<file path="config.mk">
export PLATFORM = sky130hd
export DESIGN_NAME = rtkl_ctrl
export DESIGN_NICKNAME = d
export VERILOG_FILES = /design/src/design/ranked_top_k_list_insert_top_defines.svh /design/src/design/rtkl_pkg.sv /design/src/design/rtkl_ctrl.sv
export SDC_FILE = /design/constraint.sdc
export NUM_CORES = 1
export LEC_CHECK = 0
export BUFFER_PORTS_ARGS = -buffer_cell sky130_fd_sc_hd__buf_2
export CAP_MARGIN = 20
export CORE_AREA = 2 2 39 41
export CTS_CLUSTER_SIZE = 16
export DETAILED_ROUTE_END_ITERATION = 16
export DIE_AREA = 0 0 41 43
export PLACE_DENSITY = 0.36
export SYNTH_ARGS = -nofsm -noshare
export SYNTH_HDL_FRONTEND = slang
export SYNTH_SLANG_ARGS = --single-unit
</file>
<file path="constraint.sdc">
create_clock -name aclk -period 4.1 [get_ports aclk]
set_clock_uncertainty 0.2 [all_clocks]
set_input_delay 1.23 -clock aclk [delete_from_list [all_inputs] [get_ports aclk]]
set_output_delay 1.23 -clock aclk [all_outputs]
set_load 0.01 [all_outputs]
</file>
<file path="src/design/ranked_top_k_list_insert_top_defines.svh">
// Assertion macros for the ranked top-K list RTL.
`ifndef RANKED_TOP_K_LIST_INSERT_TOP_DEFINES_SVH
`define RANKED_TOP_K_LIST_INSERT_TOP_DEFINES_SVH

// Same-cycle implication, sampled on the rising clock, off while in reset.
`define RTKL_ASSERT_IMP(label, clk, rst_n, ante, cons, msg) \
    label: assert property (@(posedge clk) disable iff (!(rst_n)) (ante) |-> (cons)) \
        else $error(msg);

// Next-cycle implication, sampled on the rising clock, off while in reset.
`define RTKL_ASSERT_NXT(label, clk, rst_n, ante, cons, msg) \
    label: assert property (@(posedge clk) disable iff (!(rst_n)) (ante) |=> (cons)) \
        else $error(msg);

`endif

</file>
<file path="src/design/rtkl_pkg.sv">
// Shared types and constants of the ranked top-K list.
`timescale 1ns / 1ps

package rtkl_pkg;

    // Slots held in the list, and ranks reported per input word.
    localparam int LIST_DEPTH = 16;
    localparam int REPORT_MAX = 16;
    localparam int RPT_N      = (LIST_DEPTH < REPORT_MAX) ? LIST_DEPTH : REPORT_MAX;

    localparam int IDX_W  = $clog2(LIST_DEPTH);
    localparam int CNT_W  = $clog2(LIST_DEPTH + 1);
    localparam int RANK_W = 4;

    localparam int ID_W    = 64;
    localparam int SCORE_W = 32;
    localparam int DCNT_W  = 16;
    localparam int KIND_W  = 8;

    localparam int IN_W  = 184;
    localparam int OUT_W = 200;

    // One list entry.
    typedef struct packed {
        logic        [KIND_W-1:0]  kind;
        logic        [DCNT_W-1:0]  dcount;
        logic signed [SCORE_W-1:0] score;
        logic        [ID_W-1:0]    name;
        logic        [ID_W-1:0]    account;
    } slot_t;

    // Controller to datapath.
    typedef struct packed {
        logic load;
        logic scan;
        logic insert;
        logic emit;
    } ctl_cmd_t;

    // Datapath to controller.
    typedef struct packed {
        logic list_empty;
        logic scan_last;
        logic emit_last;
        logic out_free;
    } dp_status_t;

endpackage

</file>
<file path="src/design/rtkl_ctrl.sv">
// Sequencing state machine of the ranked top-K list.
`timescale 1ns / 1ps

module rtkl_ctrl (
    input  logic                  aclk,
    input  logic                  aresetn,
    input  logic                  s_tvalid,
    output logic                  s_tready,
    input  rtkl_pkg::dp_status_t  status,
    output rtkl_pkg::ctl_cmd_t    cmd
);
    import rtkl_pkg::*;

    typedef enum logic [1:0] {
        ST_IDLE,
        ST_SCAN,
        ST_INSERT,
        ST_REPORT
    } state_t;

    state_t state_reg;
    state_t state_next;

    // Pick the next phase.
    always_comb begin
        state_next = state_reg;
        case (state_reg)
            ST_IDLE: begin
                if (s_tvalid) begin
                    state_next = status.list_empty ? ST_INSERT : ST_SCAN;
                end
            end
            ST_SCAN: begin
                if (status.scan_last) begin
                    state_next = ST_INSERT;
                end
            end
            ST_INSERT: begin
                state_next = ST_REPORT;
            end
            ST_REPORT: begin
                if (status.out_free && status.emit_last) begin
                    state_next = ST_IDLE;
                end
            end
            default: begin
                state_next = ST_IDLE;
            end
        endcase
    end

    // Hold the state.
    always_ff @(posedge aclk) begin
        if (!aresetn) begin
            state_reg <= ST_IDLE;
        end else begin
            state_reg <= state_next;
        end
    end

    // Decode commands from the state.
    assign s_tready   = (state_reg == ST_IDLE);
    assign cmd.load   = (state_reg == ST_IDLE) && s_tvalid;
    assign cmd.scan   = (state_reg == ST_SCAN);
    assign cmd.insert = (state_reg == ST_INSERT);
    assign cmd.emit   = (state_reg == ST_REPORT) && status.out_free;

endmodule

</file>
* Word level (Yosys, flattened, before mapping)
Cells that the tools add are included.
Widths: inputs -> output; s select.
** Operators by class
- Reduce and logical (&&, ||, !) cells :: 5
- Eq/ne operators :: 6
- Multiplexer cells :: 5
** Operator list (number)
- $mux 2 :: 4
- $pmux 2 s4 :: 1
- $ne 2x2->1 const B :: 3
- $eq 2x2->1 const B :: 2
- $logic_and 1x1->1 :: 3
- $reduce_and 3->1 :: 1
- $eq 2x1->1 const B :: 1
- $logic_not 2->1 :: 1
** Storage, ports and cells
- Logic and storage cells :: 17
- Output and inout port bits :: 5
- Input bits :: 7
- Register bits after elaboration :: 2

* Longest topological paths before layout
- Depth in word-level cells :: 3
- Gate-level depth with buffers :: 5

* Worst setup path after synthesis
OpenSTA, ideal clock, no wires.
- Kind :: input port to output port
- Start :: input status[0] in the netlist's numbering
- End :: output cmd[0] in the netlist's numbering
- Path slack :: 1275 ps
- Stages on the path :: 1
- Data arrival time :: 1395 ps
- Cells stage by stage :: and2_1
** Between the ends
- Longest elaborated chain between the ends :: 1
** Ends and longest elaborated chain
- start, declared :: line rtkl_ctrl.sv:9 : input rtkl_pkg::dp_status_t status,
- $logic_and 1x1->1 :: line rtkl_ctrl.sv:66 : assign cmd.emit = (state_reg == ST_REPORT) && status.out_free;
- end, declared :: line rtkl_ctrl.sv:10 : output rtkl_pkg::ctl_cmd_t cmd
Every way passes these cells.

==> results_dict.tcl <==
set metrics [dict create \
    status "finished clean" \
    ir_drop_v 0.000141 \
    ant_nets 0 \
    gp_congestion 0.676 \
    critical_path_required_ns 2.67 \
    cts_resized 0 \
    fp-row-count 14 \
    fp.dieH_um 43 \
    grt_pass1_wl_um 593 \
    crit_fanout 2 \
    setup_violations 0 \
    multiInputGateArea_um2 136 \
    hold_violations 0 \
    synth-main-ff-cell "dfxtp_1" \
    area_growth_pct 51.0 \
    drv_cap 0 \
    worstMarginPinSlew_ns 0.517 \
    grtUsageMet2_pct 6.25 \
    power_density_nw_per_um2 512 \
    synth.top_cells.by_area "ha_1 26%, dfxtp_1 21%, mux2i_1 10%" \
    nets 50 \
    slew_headroom_pct 65.5 \
    synth_top_area_cell "ha_1" \
    drc 0 \
    grt.overflow.total 0 \
    fill_cells 164 \
    seq_area_um2 40.0 \
    clkTransAtPathRegs_ns 0.03 \
    end_kind "output pin" \
    yosysTopAreaCellShare_pct 26.1 \
    cts_tree "done" \
    place_hpwl_um 313 \
    drt_wl_total_um 394 \
    timing.fmax_mhz 330 \
    cts_buffers 3 \
    final.period_utilization_pct 73.9 \
    async_reset_ff_share_pct 0 \
    crit_path_max_incr_delay_ns 0.14 \
    postSynthCellCount 23 \
    syn_nets 34 \
    cts_buffer_depth 2 \
    drt-initial-drc-count 1 \
    grt_util_met3_pct 1.57 \
    rsz0062_at_grt "false" \
    cts_root_buffer "clkbuf_4" \
    cp-start-kind "input pin" \
    period_minus_slack_ns 3.03 \
    cts_hold_buf 0 \
    ios 12 \
    ys_seq_area_share_pct 20.9 \
    die_x_um 41 \
    core_um2 1380 \
    start_util_pct 13.8 \
    crit-reg2reg-launch "state_reg[0]$_SDFFE_PN0P_" \
    synth_common_cells "4 x ha_1, 4 x inv_1, 4 x nand2_1" \
    crit_start "status[0]" \
    hp-class "register to register" \
    htreeDepth 1 \
    crit_chain "buf_2 > and2_1 > buf_2" \
    cts_setup_buffers 0 \
    syn_area_per_cell_um2 8.32 \
    post_drt_wl_per_cell_um 7.43 \
    antenna_cells 0 \
    antenna_found_initial 0 \
    synth_edf_count 0 \
    grt_use_total_pct 5.51 \
    synth_area_um2 191 \
    hold_start "state_reg[0]$_SDFFE_PN0P_" \
    utilization_pct 20.9 \
    grt_pass1_vias 161 \
    report.final.slew_viol_count 0 \
    busiest_layer "met4" \
    drt_pass1_iterations 4 \
    setup_tns_ns 0 \
    insertion_delay_ns 0.22 \
    clock-sinks 2 \
    drive_gt1_share_pct 40.5 \
    crit_slowest_cell "and2_1" \
    vias 197 \
    die_area_um2 1760 \
    port_buffers 11 \
    grt_max_degree 7 \
    use_met1_pct 6.39 \
    p_leak_nw 0.158 \
    worstSetupPathType "input pin to output pin" \
    p_total_mw 0.148 \
    r2r_slack_ns 2.37 \
    largest_reg_flops 2 \
    viasPerCell 3.72 \
    crit_path_frequent_cell "buf_2" \
    yosysWarnings 0 \
    synth-seq-cells 2 \
    arrival_ns 1.60 \
    ys_types 10 \
]
cell type report:
type	instances	area share (%)
Sequential cell	2	13.9
Inverter	4	5.19
Multi-Input combinational cell	17	47.2
Tap cell	16	6.93
Clock buffer	3	7.79
Timing Repair Buffer	11	19.0
metal layers:
layer | up-vias | wire length (um)
li1 | 104 | -
met1 | 79 | 177
met2 | 12 | 147
met3 | 2 | 52
met4 | 0 | 16
met5 | - | 0
path summary, 6_finish.rpt:
check                                    to  depth (start not counted)
setup / recovery                     cmd[0]                          3
hold reg to reg   state_reg[0]$_SDFFE_PN0P_                          2
setup reg to reg  state_reg[0]$_SDFFE_PN0P_                          4
hold / removal    state_reg[0]$_SDFFE_PN0P_                          2
cells in the final DEF (no fill, tap or decap):
master    Yosys  final
a222oi_1      1      1
and2_1        2      2
buf_2         0     11
clkbuf_4      0      3
dfxtp_1       2      2
ha_1          4      4
inv_1         4      4
mux2_2        1      1
mux2i_1       2      2
nand2_1       4      4
nor2b_1       2      2
o21ai_0       1      1
where the power goes:
part	total, mW	internal [mW]	switching [mW]	leakage [nW]
sequential	0.0320	0.0257	0.00630	0.0165
clock	0.0433	0.0323	0.0111	0.0138
combinational	0.0728	0.0367	0.0361	0.128
worst max-delay path, delay by kind of cell:
family	cells	cell delay, ns
buffers and inverters	2	0.23
and+or+nand+nor	1	0.14
per-stage QoR:
step,hold WS [ns],cells,area (um^2),setup slack [ns]
floorplan,0.268,23,191,1.28
global placement,0.304,50,267,1.07
detailed placement,0.303,50,267,1.07
CTS,0.307,53,289,1.07
global route,0.338,53,289,1.05
finish,0.302,53,289,1.07
kinds of logic (layout without fill, tap and decap cells):
group / Yosys count / in the layout / share of synthesized area [%]
buf+inv: 4 / 18 / 7.84
fa+ha+maj: 4 / 4 / 26.1
mux: 3 / 3 / 16.3
simple gates: 8 / 8 / 20.9
compound gates: 2 / 2 / 7.84
flops: 2 / 2 / 20.9
No activity file was read; power rests on OpenSTA's default activity.
